`config.mk`:
```
export PLATFORM = sky130hd
export DESIGN_NAME = three_channel_pulse_tone_generator_flat
export DESIGN_NICKNAME = d
export VERILOG_FILES = /design/src/rtl/core/tptg_pkg.sv /design/src/rtl/core/tptg_req_if.sv /design/src/rtl/core/tptg_res_if.sv /design/src/rtl/core/three_channel_pulse_tone_generator.sv /design/src/flat_wrapper.sv
export SDC_FILE = /design/constraint.sdc
export NUM_CORES = 1
export LEC_CHECK = 0
export BUFFER_PORTS_ARGS = -buffer_cell sky130_fd_sc_hd__buf_2
export CORE_MARGIN = 8
export CORE_UTILIZATION = 26
export CTS_BUF_LIST = sky130_fd_sc_hd__clkbuf_16
export DETAILED_ROUTE_END_ITERATION = 8
export SYNTH_ARGS = -nofsm -noshare
export SYNTH_HDL_FRONTEND = slang
export SYNTH_SLANG_ARGS = --single-unit
```
`constraint.sdc`:
```
create_clock -name clk_i -period 6.85 [get_ports clk_i]
set_input_delay 0.3425 -clock clk_i [delete_from_list [all_inputs] [get_ports clk_i]]
set_output_delay 0.3425 -clock clk_i [all_outputs]
set_load 0.005 [all_outputs]
```
`src/rtl/core/tptg_pkg.sv`:
```
// Package for the three-channel pulse tone generator.
// Holds sizing constants, the request codes and the timbre width lookup.
// No dependencies; every other file of the block imports it.
package tptg_pkg;

  localparam int unsigned CHANNELS     = 3;
  localparam int unsigned PERIOD_WIDTH = 15;

  localparam int unsigned REQ_W    = 2;
  localparam int unsigned CH_W     = 2;
  localparam int unsigned FREQ_W   = 16;
  localparam int unsigned TIMBRE_W = 3;
  localparam int unsigned OUT_W    = 3;
  localparam int unsigned WIDTH_W  = 4;

  localparam int unsigned CLOCK_HZ  = 1000000;
  localparam int unsigned FREQ_MIN  = 31;
  localparam int unsigned FREQ_MAX  = 10000;
  localparam int unsigned TOP_LIMIT = 32767;
  localparam int unsigned TOP_MIN   = 2;
  localparam int unsigned FIELD_MAX = (1 << PERIOD_WIDTH) - 1;
  localparam int unsigned PERIOD_MAX = (FIELD_MAX < TOP_LIMIT) ? FIELD_MAX : TOP_LIMIT;

  // Dividend is CLOCK_HZ + f/2, divisor the clamped frequency.
  localparam int unsigned DIVD_W = $clog2(CLOCK_HZ + FREQ_MAX / 2 + 1);
  localparam int unsigned DIVS_W = $clog2(FREQ_MAX + 1);
  localparam int unsigned STEP_W = $clog2(DIVD_W + 1);

  // Channels that show up in the result fields.
  localparam int unsigned LANES = (CHANNELS < OUT_W) ? CHANNELS : OUT_W;

  typedef logic [PERIOD_WIDTH-1:0] period_t;

  typedef enum logic [REQ_W-1:0] {
    REQ_TICK     = 2'd0,
    REQ_START    = 2'd1,
    REQ_STOP     = 2'd2,
    REQ_STOP_ALL = 2'd3
  } req_e;

  typedef enum logic [TIMBRE_W-1:0] {
    TIMBRE_HALF    = 3'd0,
    TIMBRE_3_8     = 3'd1,
    TIMBRE_QUARTER = 3'd2,
    TIMBRE_EIGHTH  = 3'd3,
    TIMBRE_16TH    = 3'd4
  } timbre_e;

  // Pulse width in sixteenths of the period; unlisted codes give 50%.
  function automatic logic [WIDTH_W-1:0] width_lookup(input logic [TIMBRE_W-1:0] code);
    logic [WIDTH_W-1:0] w;
    unique case (code)
      TIMBRE_HALF:    w = WIDTH_W'(8);
      TIMBRE_3_8:     w = WIDTH_W'(6);
      TIMBRE_QUARTER: w = WIDTH_W'(4);
      TIMBRE_EIGHTH:  w = WIDTH_W'(2);
      TIMBRE_16TH:    w = WIDTH_W'(1);
      default:        w = WIDTH_W'(8);
    endcase
    return w;
  endfunction

endpackage

```
`src/rtl/core/tptg_req_if.sv`:
```
// Request channel of the pulse tone generator: valid/ready plus request payload.
// Depends on tptg_pkg for field widths.
interface tptg_req_if;
  import tptg_pkg::*;

  logic              valid;
  logic              ready;
  logic [REQ_W-1:0]  req_type;
  logic [CH_W-1:0]   channel;
  logic [FREQ_W-1:0] tone_frequency;

  modport source (output valid, output req_type, output channel, output tone_frequency,
                  input ready);
  modport sink   (input valid, input req_type, input channel, input tone_frequency,
                  output ready);
endinterface

```
`src/rtl/core/tptg_res_if.sv`:
```
// Result channel of the pulse tone generator: valid/ready plus level and active bits.
// Depends on tptg_pkg for field widths.
interface tptg_res_if;
  import tptg_pkg::*;

  logic             valid;
  logic             ready;
  logic [OUT_W-1:0] tone_levels;
  logic [OUT_W-1:0] active_mask;

  modport source (output valid, output tone_levels, output active_mask, input ready);
  modport sink   (input valid, input tone_levels, input active_mask, output ready);
endinterface

```
`src/rtl/core/three_channel_pulse_tone_generator.sv`:
```
// Three-channel pulse tone generator: per-channel period/compare counters on 1 MHz ticks.
// Sequence: tick, stop and out-of-range start items go from acceptance through ST_RESP to the result; a start
//   item goes through ST_DIV (bit-serial period divide, one quotient bit per cycle), ST_LOAD and ST_RESP.
// Requests are taken one at a time: ready is low until the current item has posted its result,
//   and ST_RESP waits while the previous result is still held and not taken.
// Reset (rst_ni low, asynchronous): all channels stopped, timbre code 0, no result pending.
module three_channel_pulse_tone_generator (
  input  logic                          clk_i,
  input  logic                          rst_ni,
  tptg_req_if.sink                      req_i,
  tptg_res_if.source                    res_o,
  input  logic                          cfg_we_i,
  input  logic [tptg_pkg::TIMBRE_W-1:0] cfg_wdata_i
);
  import tptg_pkg::*;

  // Control sequence: accept, optional divide and load, then post the result.
  typedef enum logic [1:0] {
    ST_IDLE,
    ST_DIV,
    ST_LOAD,
    ST_RESP
  } state_e;

  state_e state_q;

  logic [TIMBRE_W-1:0] timbre_q;
  logic [CH_W-1:0]     ch_q;

  // Channel state, one lane per channel.
  logic    [CHANNELS-1:0] active_q;
  period_t                cnt_q [CHANNELS];
  period_t                per_q [CHANNELS];
  period_t                cmp_q [CHANNELS];

  // Restoring divider: remainder, dividend shifting out while quotient shifts in.
  logic [DIVS_W-1:0] rem_q;
  logic [DIVD_W-1:0] quo_q;
  logic [DIVS_W-1:0] div_q;
  logic [STEP_W-1:0] step_q;

  // Result register; it parts the output side from the request side.
  logic             res_valid_q;
  logic [OUT_W-1:0] levels_q;
  logic [OUT_W-1:0] mask_q;

  logic accept;
  assign req_i.ready = (state_q == ST_IDLE);
  assign accept      = req_i.valid && req_i.ready;

  assign res_o.valid       = res_valid_q;
  assign res_o.tone_levels = levels_q;
  assign res_o.active_mask = mask_q;

  // Clamp the requested frequency and form the rounded dividend.
  logic [DIVS_W-1:0] freq_clamped;
  logic [DIVD_W-1:0] dividend;
  logic              ch_in_range;

  always_comb begin
    if (req_i.tone_frequency < FREQ_W'(FREQ_MIN)) begin
      freq_clamped = DIVS_W'(FREQ_MIN);
    end else if (req_i.tone_frequency > FREQ_W'(FREQ_MAX)) begin
      freq_clamped = DIVS_W'(FREQ_MAX);
    end else begin
      freq_clamped = req_i.tone_frequency[DIVS_W-1:0];
    end
    dividend    = DIVD_W'(CLOCK_HZ) + DIVD_W'(freq_clamped >> 1);
    ch_in_range = (32'(req_i.channel) < CHANNELS);
  end

  // One quotient bit per cycle.
  logic [DIVS_W:0]   trial;
  logic              trial_ge;
  logic [DIVS_W-1:0] rem_d;
  logic [DIVD_W-1:0] quo_d;

  always_comb begin
    trial    = {rem_q, quo_q[DIVD_W-1]};
    trial_ge = (trial >= {1'b0, div_q});
    rem_d    = trial_ge ? DIVS_W'(trial - {1'b0, div_q}) : DIVS_W'(trial);
    quo_d    = {quo_q[DIVD_W-2:0], trial_ge};
  end

  // Clamp the period, then scale it by the pulse width and round to sixteenths.
  period_t                top_val;
  logic [WIDTH_W-1:0]     width_val;
  logic [PERIOD_WIDTH+3:0] prod;
  period_t                cmp_raw;
  period_t                cmp_val;

  always_comb begin
    if (quo_q < DIVD_W'(TOP_MIN)) begin
      top_val = PERIOD_WIDTH'(TOP_MIN);
    end else if (quo_q > DIVD_W'(PERIOD_MAX)) begin
      top_val = PERIOD_WIDTH'(PERIOD_MAX);
    end else begin
      top_val = quo_q[PERIOD_WIDTH-1:0];
    end
    width_val = width_lookup(timbre_q);
    prod      = (PERIOD_WIDTH+4)'(top_val) * (PERIOD_WIDTH+4)'(width_val)
              + (PERIOD_WIDTH+4)'(8);
    cmp_raw   = prod[PERIOD_WIDTH+3:4];
    if (cmp_raw == '0) begin
      cmp_val = PERIOD_WIDTH'(1);
    end else if (cmp_raw >= top_val) begin
      cmp_val = top_val - PERIOD_WIDTH'(1);
    end else begin
      cmp_val = cmp_raw;
    end
  end

  // Levels and active bits from the current channel state.
  logic [OUT_W-1:0] levels_now;
  logic [OUT_W-1:0] mask_now;

  always_comb begin
    levels_now = '0;
    mask_now   = '0;
    for (int c = 0; c < LANES; c++) begin
      mask_now[c]   = active_q[c];
      levels_now[c] = active_q[c] && (cnt_q[c] < cmp_q[c]);
    end
  end

  // Next counter value on a tick: advance, wrap at the period.
  period_t cnt_next [CHANNELS];

  always_comb begin
    for (int c = 0; c < CHANNELS; c++) begin
      if ((PERIOD_WIDTH+1)'(cnt_q[c]) + (PERIOD_WIDTH+1)'(1) >= (PERIOD_WIDTH+1)'(per_q[c])) begin
        cnt_next[c] = '0;
      end else begin
        cnt_next[c] = cnt_q[c] + PERIOD_WIDTH'(1);
      end
    end
  end

  always_ff @(posedge clk_i or negedge rst_ni) begin
    if (!rst_ni) begin
      state_q     <= ST_IDLE;
      timbre_q    <= '0;
      ch_q        <= '0;
      active_q    <= '0;
      rem_q       <= '0;
      quo_q       <= '0;
      div_q       <= '0;
      step_q      <= '0;
      res_valid_q <= 1'b0;
      levels_q    <= '0;
      mask_q      <= '0;
      for (int c = 0; c < CHANNELS; c++) begin
        cnt_q[c] <= '0;
        per_q[c] <= '0;
        cmp_q[c] <= '0;
      end
    end else begin
      if (cfg_we_i) begin
        timbre_q <= cfg_wdata_i;
      end

      // Drop the result once taken, unless a new one is posted below.
      if (res_valid_q && res_o.ready && (state_q != ST_RESP)) begin
        res_valid_q <= 1'b0;
      end

      unique case (state_q)
        ST_IDLE: begin
          if (accept) begin
            ch_q    <= req_i.channel;
            // Only an in-range start goes through the divider.
            state_q <= ((req_e'(req_i.req_type) == REQ_START) && ch_in_range) ?
                       ST_DIV : ST_RESP;
            unique case (req_e'(req_i.req_type))
              REQ_TICK: begin
                for (int c = 0; c < CHANNELS; c++) begin
                  if (active_q[c]) begin
                    cnt_q[c] <= cnt_next[c];
                  end
                end
              end
              REQ_START: begin
                // Out-of-range channel: no divide, just report.
                if (ch_in_range) begin
                  rem_q   <= '0;
                  quo_q   <= dividend;
                  div_q   <= freq_clamped;
                  step_q  <= '0;
                end
              end
              REQ_STOP: begin
                for (int c = 0; c < CHANNELS; c++) begin
                  if (req_i.channel == CH_W'(c)) begin
                    active_q[c] <= 1'b0;
                    cnt_q[c]    <= '0;
                    per_q[c]    <= '0;
                    cmp_q[c]    <= '0;
                  end
                end
              end
              REQ_STOP_ALL: begin
                active_q <= '0;
                for (int c = 0; c < CHANNELS; c++) begin
                  cnt_q[c] <= '0;
                  per_q[c] <= '0;
                  cmp_q[c] <= '0;
                end
              end
              default: begin
              end
            endcase
          end
        end

        ST_DIV: begin
          rem_q  <= rem_d;
          quo_q  <= quo_d;
          step_q <= step_q + STEP_W'(1);
          if (step_q == STEP_W'(DIVD_W - 1)) begin
            state_q <= ST_LOAD;
          end
        end

        ST_LOAD: begin
          // Restart the addressed channel with the new period and compare.
          for (int c = 0; c < CHANNELS; c++) begin
            if (ch_q == CH_W'(c)) begin
              active_q[c] <= 1'b1;
              cnt_q[c]    <= '0;
              per_q[c]    <= top_val;
              cmp_q[c]    <= cmp_val;
            end
          end
          state_q <= ST_RESP;
        end

        ST_RESP: begin
          // Hold until the result register is free or draining.
          if (!res_valid_q || res_o.ready) begin
            res_valid_q <= 1'b1;
            levels_q    <= levels_now;
            mask_q      <= mask_now;
            state_q     <= ST_IDLE;
          end
        end

        default: begin
          state_q <= ST_IDLE;
        end
      endcase
    end
  end

  // Every playing channel keeps a sane period, compare and counter.
  logic [CHANNELS-1:0] chan_ok;

  always_comb begin
    for (int c = 0; c < CHANNELS; c++) begin
      chan_ok[c] = !active_q[c] ||
                   ((per_q[c] >= PERIOD_WIDTH'(TOP_MIN)) && (cmp_q[c] != '0) &&
                    (cmp_q[c] < per_q[c]) && (cnt_q[c] < per_q[c]));
    end
  end

  a_chan_ok: assert property (@(posedge clk_i) disable iff (!rst_ni)
    &chan_ok)
    else $error("playing channel with inconsistent period, compare or counter");

  a_level_needs_active: assert property (@(posedge clk_i) disable iff (!rst_ni)
    res_valid_q |-> ((levels_q & ~mask_q) == '0))
    else $error("level high on a channel that is not playing");

  a_one_item_at_a_time: assert property (@(posedge clk_i) disable iff (!rst_ni)
    accept |=> !req_i.ready)
    else $error("request taken while previous item still in work");

  a_div_ends_in_load: assert property (@(posedge clk_i) disable iff (!rst_ni)
    (state_q == ST_DIV && step_q == STEP_W'(DIVD_W - 1)) |=> (state_q == ST_LOAD))
    else $error("divider did not hand over to load after its last step");

endmodule
```
`src/flat_wrapper.sv`:
```
// flat-port wrapper written by rule: the top's interface ports become plain ports
module three_channel_pulse_tone_generator_flat import tptg_pkg::*;
  (clk_i, rst_ni, cfg_we_i, cfg_wdata_i, req_i_valid, req_i_req_type, req_i_channel, req_i_tone_frequency, req_i_ready, res_o_valid, res_o_tone_levels, res_o_active_mask, res_o_ready);
  tptg_req_if req_i_i ();
  tptg_res_if res_o_i ();
  input  logic clk_i;
  input  logic rst_ni;
  input  logic cfg_we_i;
  input  logic [tptg_pkg::TIMBRE_W-1:0] cfg_wdata_i;
  input wire logic [$bits(req_i_i.valid)-1:0] req_i_valid;
  input wire logic [$bits(req_i_i.req_type)-1:0] req_i_req_type;
  input wire logic [$bits(req_i_i.channel)-1:0] req_i_channel;
  input wire logic [$bits(req_i_i.tone_frequency)-1:0] req_i_tone_frequency;
  output wire logic [$bits(req_i_i.ready)-1:0] req_i_ready;
  output wire logic [$bits(res_o_i.valid)-1:0] res_o_valid;
  output wire logic [$bits(res_o_i.tone_levels)-1:0] res_o_tone_levels;
  output wire logic [$bits(res_o_i.active_mask)-1:0] res_o_active_mask;
  input wire logic [$bits(res_o_i.ready)-1:0] res_o_ready;
  assign req_i_i.valid = req_i_valid;
  assign req_i_i.req_type = req_i_req_type;
  assign req_i_i.channel = req_i_channel;
  assign req_i_i.tone_frequency = req_i_tone_frequency;
  assign req_i_ready = req_i_i.ready;
  assign res_o_valid = res_o_i.valid;
  assign res_o_tone_levels = res_o_i.tone_levels;
  assign res_o_active_mask = res_o_i.active_mask;
  assign res_o_i.ready = res_o_ready;
  three_channel_pulse_tone_generator u_core (.clk_i(clk_i), .rst_ni(rst_ni), .req_i(req_i_i), .res_o(res_o_i), .cfg_we_i(cfg_we_i), .cfg_wdata_i(cfg_wdata_i));
endmodule
```
-- Word level (Yosys, flattened, before mapping)
Cells that the tools add are included.
- add/sub/neg operators: 11
- $mul: 1
- order comparisons: 13
- eq/ne operators: 32
- multiplexer cells: 62
- reductions and logical operators: 27
- operator list (cell ; count):
    45-bit one-hot mux with 2 select lines ; 4
    15-bit two-way mux ; 22
    45-bit one-hot mux with 3 select lines ; 1
    45-bit two-way mux ; 2
    14-bit two-way mux ; 6
    20-bit two-way mux ; 3
    15-bit by 1-bit adder with 16-bit output (second input constant) ; 3
    16-bit by 15-bit >= comparator with 1-bit output ; 3
    15-bit by 1-bit adder with 15-bit output (second input constant) ; 3
    15-bit less-than comparator ; 3
    20-bit one-hot mux with 2 select lines ; 1
    14-bit one-hot mux with 2 select lines ; 1
    3-bit != test (second input constant) ; 7
    20-bit by 15-bit > comparator with 1-bit output (second input constant) ; 1
    20-bit by 2-bit less-than comparator with 1-bit output (second input constant) ; 1
    19-bit by 4-bit adder with 19-bit output (second input constant) ; 1
    15-bit by 4-bit multiplier with 19-bit output ; 1
    17-bit by 14-bit adder with 18-bit output (first input constant) ; 1
    6-bit AND reduction ; 3
    16-bit by 14-bit > comparator with 1-bit output (second input constant) ; 1
    16-bit by 5-bit less-than comparator with 1-bit output (second input constant) ; 1
    4-bit one-hot mux with 4 select lines ; 1
    15-bit by 14-bit >= comparator with 1-bit output ; 1
    15-bit >= comparator ; 1
    30 further kinds ; 74
- register bits after elaboration: 205
- input port bits: 28
- output and inout bits: 8

-- Longest topological paths before layout
- depth in word-level cells: 10
- depth in mapped cells: 30
- gate-level depth less buffers: 28

-- Worst setup path after synthesis
No wires, ideal clock.
- kind: register to register
- start point: register u_core.quo_q[18]
- end point: register u_core.cmp_q[17] (netlist name)
- library setup time: 0.136 ns
- arrival time: 6.480 ns
- data required time: 6.714 ns
- path slack: 0.233 ns
- cell stages (with the launch flop): 26
- path buffers: 4
- period minus slack after synthesis: 6.617 ns
- cells stage by stage: dfrtp_1 or4_4 nand2b_4 buf_6 buf_2 nor2_1 nor2_1 fa_1 fa_1 ha_1 ha_1 buf_2 a21oi_1 o22ai_1 or3_1 a21oi_1 xnor2_1 ha_1 a21o_1 a21o_1 a221o_1 a221oi_1 o31ai_4 buf_6 o21ai_0 o22ai_1
- longest elaborated chain between the ends: 10
- elaborated cells between the ends (all ways): 13
- RTL lines (element ; RTL line ; source):
    start: declaration ; three_channel_pulse_tone_generator.sv:38 ; logic [DIVD_W-1:0] quo_q;
    start signal: assignment ; three_channel_pulse_tone_generator.sv:186 ; quo_q <= dividend;
    start signal: assignment ; three_channel_pulse_tone_generator.sv:217 ; quo_q <= quo_d;
    20-bit by 15-bit > comparator with 1-bit output ; three_channel_pulse_tone_generator.sv:95 ; end else if (quo_q > DIVD_W'(PERIOD_MAX)) begin
    15-bit two-way mux ; three_channel_pulse_tone_generator.sv:95 ;
    15-bit two-way mux (*) ; three_channel_pulse_tone_generator.sv:93 ; if (quo_q < DIVD_W'(TOP_MIN)) begin
    15-bit by 4-bit multiplier with 19-bit output ; three_channel_pulse_tone_generator.sv:101 ; prod = (PERIOD_WIDTH+4)'(top_val) * (PERIOD_WIDTH+4)'(width_val)
    19-bit by 4-bit adder with 19-bit output ; three_channel_pulse_tone_generator.sv:102 ; + (PERIOD_WIDTH+4)'(8);
    15-bit >= comparator ; three_channel_pulse_tone_generator.sv:106 ; end else if (cmp_raw >= top_val) begin
    15-bit two-way mux ; three_channel_pulse_tone_generator.sv:106 ;
    15-bit two-way mux (*) ; three_channel_pulse_tone_generator.sv:104 ; if (cmp_raw == '0) begin
    15-bit two-way mux (*) ; three_channel_pulse_tone_generator.sv:227 ; if (ch_q == CH_W'(c)) begin
    45-bit one-hot mux with 2 select lines (*) ; three_channel_pulse_tone_generator.sv:167 ; unique case (state_q)
    end signal: indexed assignment ; three_channel_pulse_tone_generator.sv:231 ; cmp_q[c] <= cmp_val;
    end: declaration ; three_channel_pulse_tone_generator.sv:34 ; period_t cmp_q [CHANNELS];
Every way passes the cells marked *; elsewhere a longest branch is shown, timed or not. The select of a mux whose other input is x is not followed.
A chain may end at the register's enable or synchronous reset.

-- Final worst setup path
- start point: register u_core.quo_q[18]
- end point: register u_core.cmp_q[25] (netlist name)
The elaborated chain is that of the path after synthesis.

==> impl_metrics.yaml <==
die:
  ios: 36
  dieArea_mm2: 0.0654
  die_h_um: 256
  initial_core_util: 0.261
  die_w_um: 256
  row_count: 88
  design.core.area_mm2: 0.0573
cells_and_area:
  final_nets: 1996
  drive_gt1_frac: 0.119
  mostFrequentLayoutCell: "nand2_1"
  final_cell_area_mm2: 0.0174
  final_cell_mix: "nand2_1 (214), dfrtp_1 (205), o21ai_0 (157), ha_1 (157), inv_1 (139)"
  area_growth_pct: 16.8
worst_setup_path:
  crit_end: "u_core.cmp_q[25]"
  rr_worst_depth: 24
  critPathKind: "reg -> reg"
  critPathCaptureType: "flip-flop"
  reg2reg_from: "u_core.quo_q[18]"
  cp.required_ns: 7.33
  critPathLaunchType: "flip-flop"
  crit_start: "u_core.quo_q[18]"
  arrival_ns: 7.10
  timing.rr.end: "u_core.cmp_q[25]"
  crit_fanout: 21
  regToRegSetupSlack_ns: 0.23
placement:
  dp_hpwl_mm: 32.7
  place_area_mm2: 0.0164
  gp_congestion: 0.914
  port_buffers: 35
sta:
  drv_slew: 0
  fmax_ghz: 0.151
  relSlewSlack: 0.118
  period_share: 0.966
  skew_ns: 0.0197
  period_minus_slack_ns: 6.62
  fin_hold_ws_ns: 0.0358
  worst_slew_pin_slew_ns: 1.31
  fin_setup_tns_ns: 0
  finalHoldViolCount: 0
  setup_viol: 0
global_route:
  grt_pass1_vias: 13000
  grt.total_usage: 0.131
  overflow: 0
  grt_max_degree: 100
  grt_pass1_wl_mm: 70.4
  antenna_found_initial: 11
drt:
  wl_mm: 44.1
  viasPerCell: 5.02
  drc: 0
  ant_nets: 0
  drt_iter0_drc: 1076
  detail_route.first_pass.iterations: 5
  wl_per_cell_um: 17.2
  via_count: 12900
clocking:
  cts.clk_slew.worst_paths_ns: 0.07
  htreeDepth: 1
  cts_root_buf: "clkbuf_16"
  clock_latency_ns: 0.55
  clkSinkCount: 205
  cts_tree: "yes"
  numCtsBuffers: 24
  clk_path_buf_depth: 3
pwr:
  power_leakage_nw: 8.24
  p_total_mw: 7.67
  peakVddDrop_mv: 0.229
  p_per_area_mw_per_mm2: 440
status:
  status: "finished clean"
yosys:
  yosysSeqAreaShare: 0.343
  synthFlopType: "dfrtp_1"
  ys_warn_count: 0
  synth.net_count: 1917
  synth_cells: 1703
  ys_ff_latch: 205
  async_flop_share: 1.00
  synth.avg_cell_area_um2: 8.77
  syn_area_mm2: 0.0149
  synth_cell_types: 82
  synth_edf_count: 0
min_path:
  hp-class: "in -> reg"
  whs_path_depth: 2
job:
  drv_cap: 0
[worst min path at each step]
stage,from,endpoint,slack [ns]
4_1_cts,cfg_wdata_i[2],u_core.timbre_q[2],0.008
3_5_place_dp,u_core.per_q[9],u_core.per_q[9],0.47
2_1_floorplan,rst_ni,u_core.active_q[0],0.05
6_report,cfg_wdata_i[2],u_core.timbre_q[2],0.04
3_3_place_gp,u_core.per_q[5],u_core.per_q[5],0.46
5_1_grt,cfg_wdata_i[2],u_core.timbre_q[2],0.02
[timing repair]
item                                    in CTS  in global routing
endpoints found under the setup margin      15                 45
pin swaps                                    0                  5
hold endpoints to repair                    97                  0
hold buffers                                 1                  0
resized for setup                            3                 19
setup buffers                                0                  7
cloned                                       1                  0
[metrics by stage]
step,instances,utilization,worst slack [ns]
finish,2567,0.305,0.235
floorplan,1703,-,0.233
global route,2565,0.305,-0.0680
detailed placement,2512,0.286,-0.0764
global placement,2512,0.286,0.0172
CTS,2558,0.302,0.0395
[registers in the layout, indices dropped and copies added (netlist names)]
register                  count
u_core.res_o.tone_levels      3
u_core.step_q                 5
u_core.ch_q                   2
u_core.div_q                 14
u_core.cnt_q                 45
u_core.res_o.valid            1
u_core.per_q                 45
u_core.cmp_q                 45
u_core.state_q                2
u_core.res_o.active_mask      3
u_core.timbre_q               3
u_core.quo_q                 20
u_core.active_q               3
u_core.rem_q                 14
[final cells by class]
cell class | count | area (um2)
Fill cell | 6041 | 39800
Multi-Input combinational cell | 1294 | 9140
Sequential cell | 205 | 5130
Tap cell | 765 | 957
Timing Repair Buffer | 115 | 800
Clock buffer | 24 | 601
Inverter | 142 | 533
Clock inverter | 20 | 280
Antenna cell | 2 | 5.00
[logic make-up after synthesis]
group,Yosys count,synth area share
AOI/OAI and AO/OA,447,0.192
xor gates and xnor gates,78,0.0457
adders and majority gates,186,0.170
buffers and inverters,205,0.0534
DFF,205,0.343
muxes,25,0.0175
other,1,0.000251
and+or+nand+nor,556,0.178
[worst max-delay path, stage by stage (launching register included)]
cell and delay [ns]:
dfrtp_1 0.39, or4_4 0.57, nand2b_4 0.21, buf_4 0.24
nor2_8 0.15, nor2_1 0.08, fa_1 0.48, fa_1 0.47
ha_1 0.31, ha_1 0.36, a21oi_1 0.20, o22ai_1 0.11
or3_1 0.35, a21oi_1 0.19, xnor2_1 0.19, ha_1 0.29
a21o_1 0.16, a21o_1 0.17, a221o_1 0.38, a221oi_4 0.35
o31ai_4 0.14, buf_12 0.17, buf_4 0.14, o21ai_2 0.28
a22o_1 0.19
[layer usage]
layer | vias to the layer above | part of all wire | global-route usage
met4 | 16 | 0.034 | 0.0453
met3 | 111 | 0.073 | 0.0359
li1 | 6174 | - | -
met5 | - | 0.0024 | 0
met2 | 362 | 0.43 | 0.202
met1 | 6217 | 0.46 | 0.175
[power breakdown]
group	internal, mW	total, mW	switching [mW]
logic	1.64	4.47	2.84
clock network	0.874	1.44	0.570
registers	1.53	1.75	0.218
[cells in the mapped netlist (all sizes together) (12+ instances only)]
master | count | area share
o21ai | 169 | 0.057
nand2b | 21 | 0.0093
a21oi | 50 | 0.018
a21o | 45 | 0.023
o211ai | 27 | 0.014
buf | 12 | 0.0049
nor2b | 18 | 0.0075
dfrtp | 205 | 0.34
nand3 | 56 | 0.019
o22ai | 39 | 0.016
nand2 | 215 | 0.054
a31oi | 14 | 0.0059
mux2i | 16 | 0.011
clkbuf | 51 | 0.013
nand4 | 12 | 0.0050
nor3 | 32 | 0.012
xor2 | 31 | 0.018
ha | 158 | 0.13
fa | 28 | 0.038
inv | 138 | 0.035
nor2 | 127 | 0.034
a22o | 29 | 0.017
xnor2 | 47 | 0.028
and3 | 22 | 0.0092
Power figures use the tool's default switching activity.
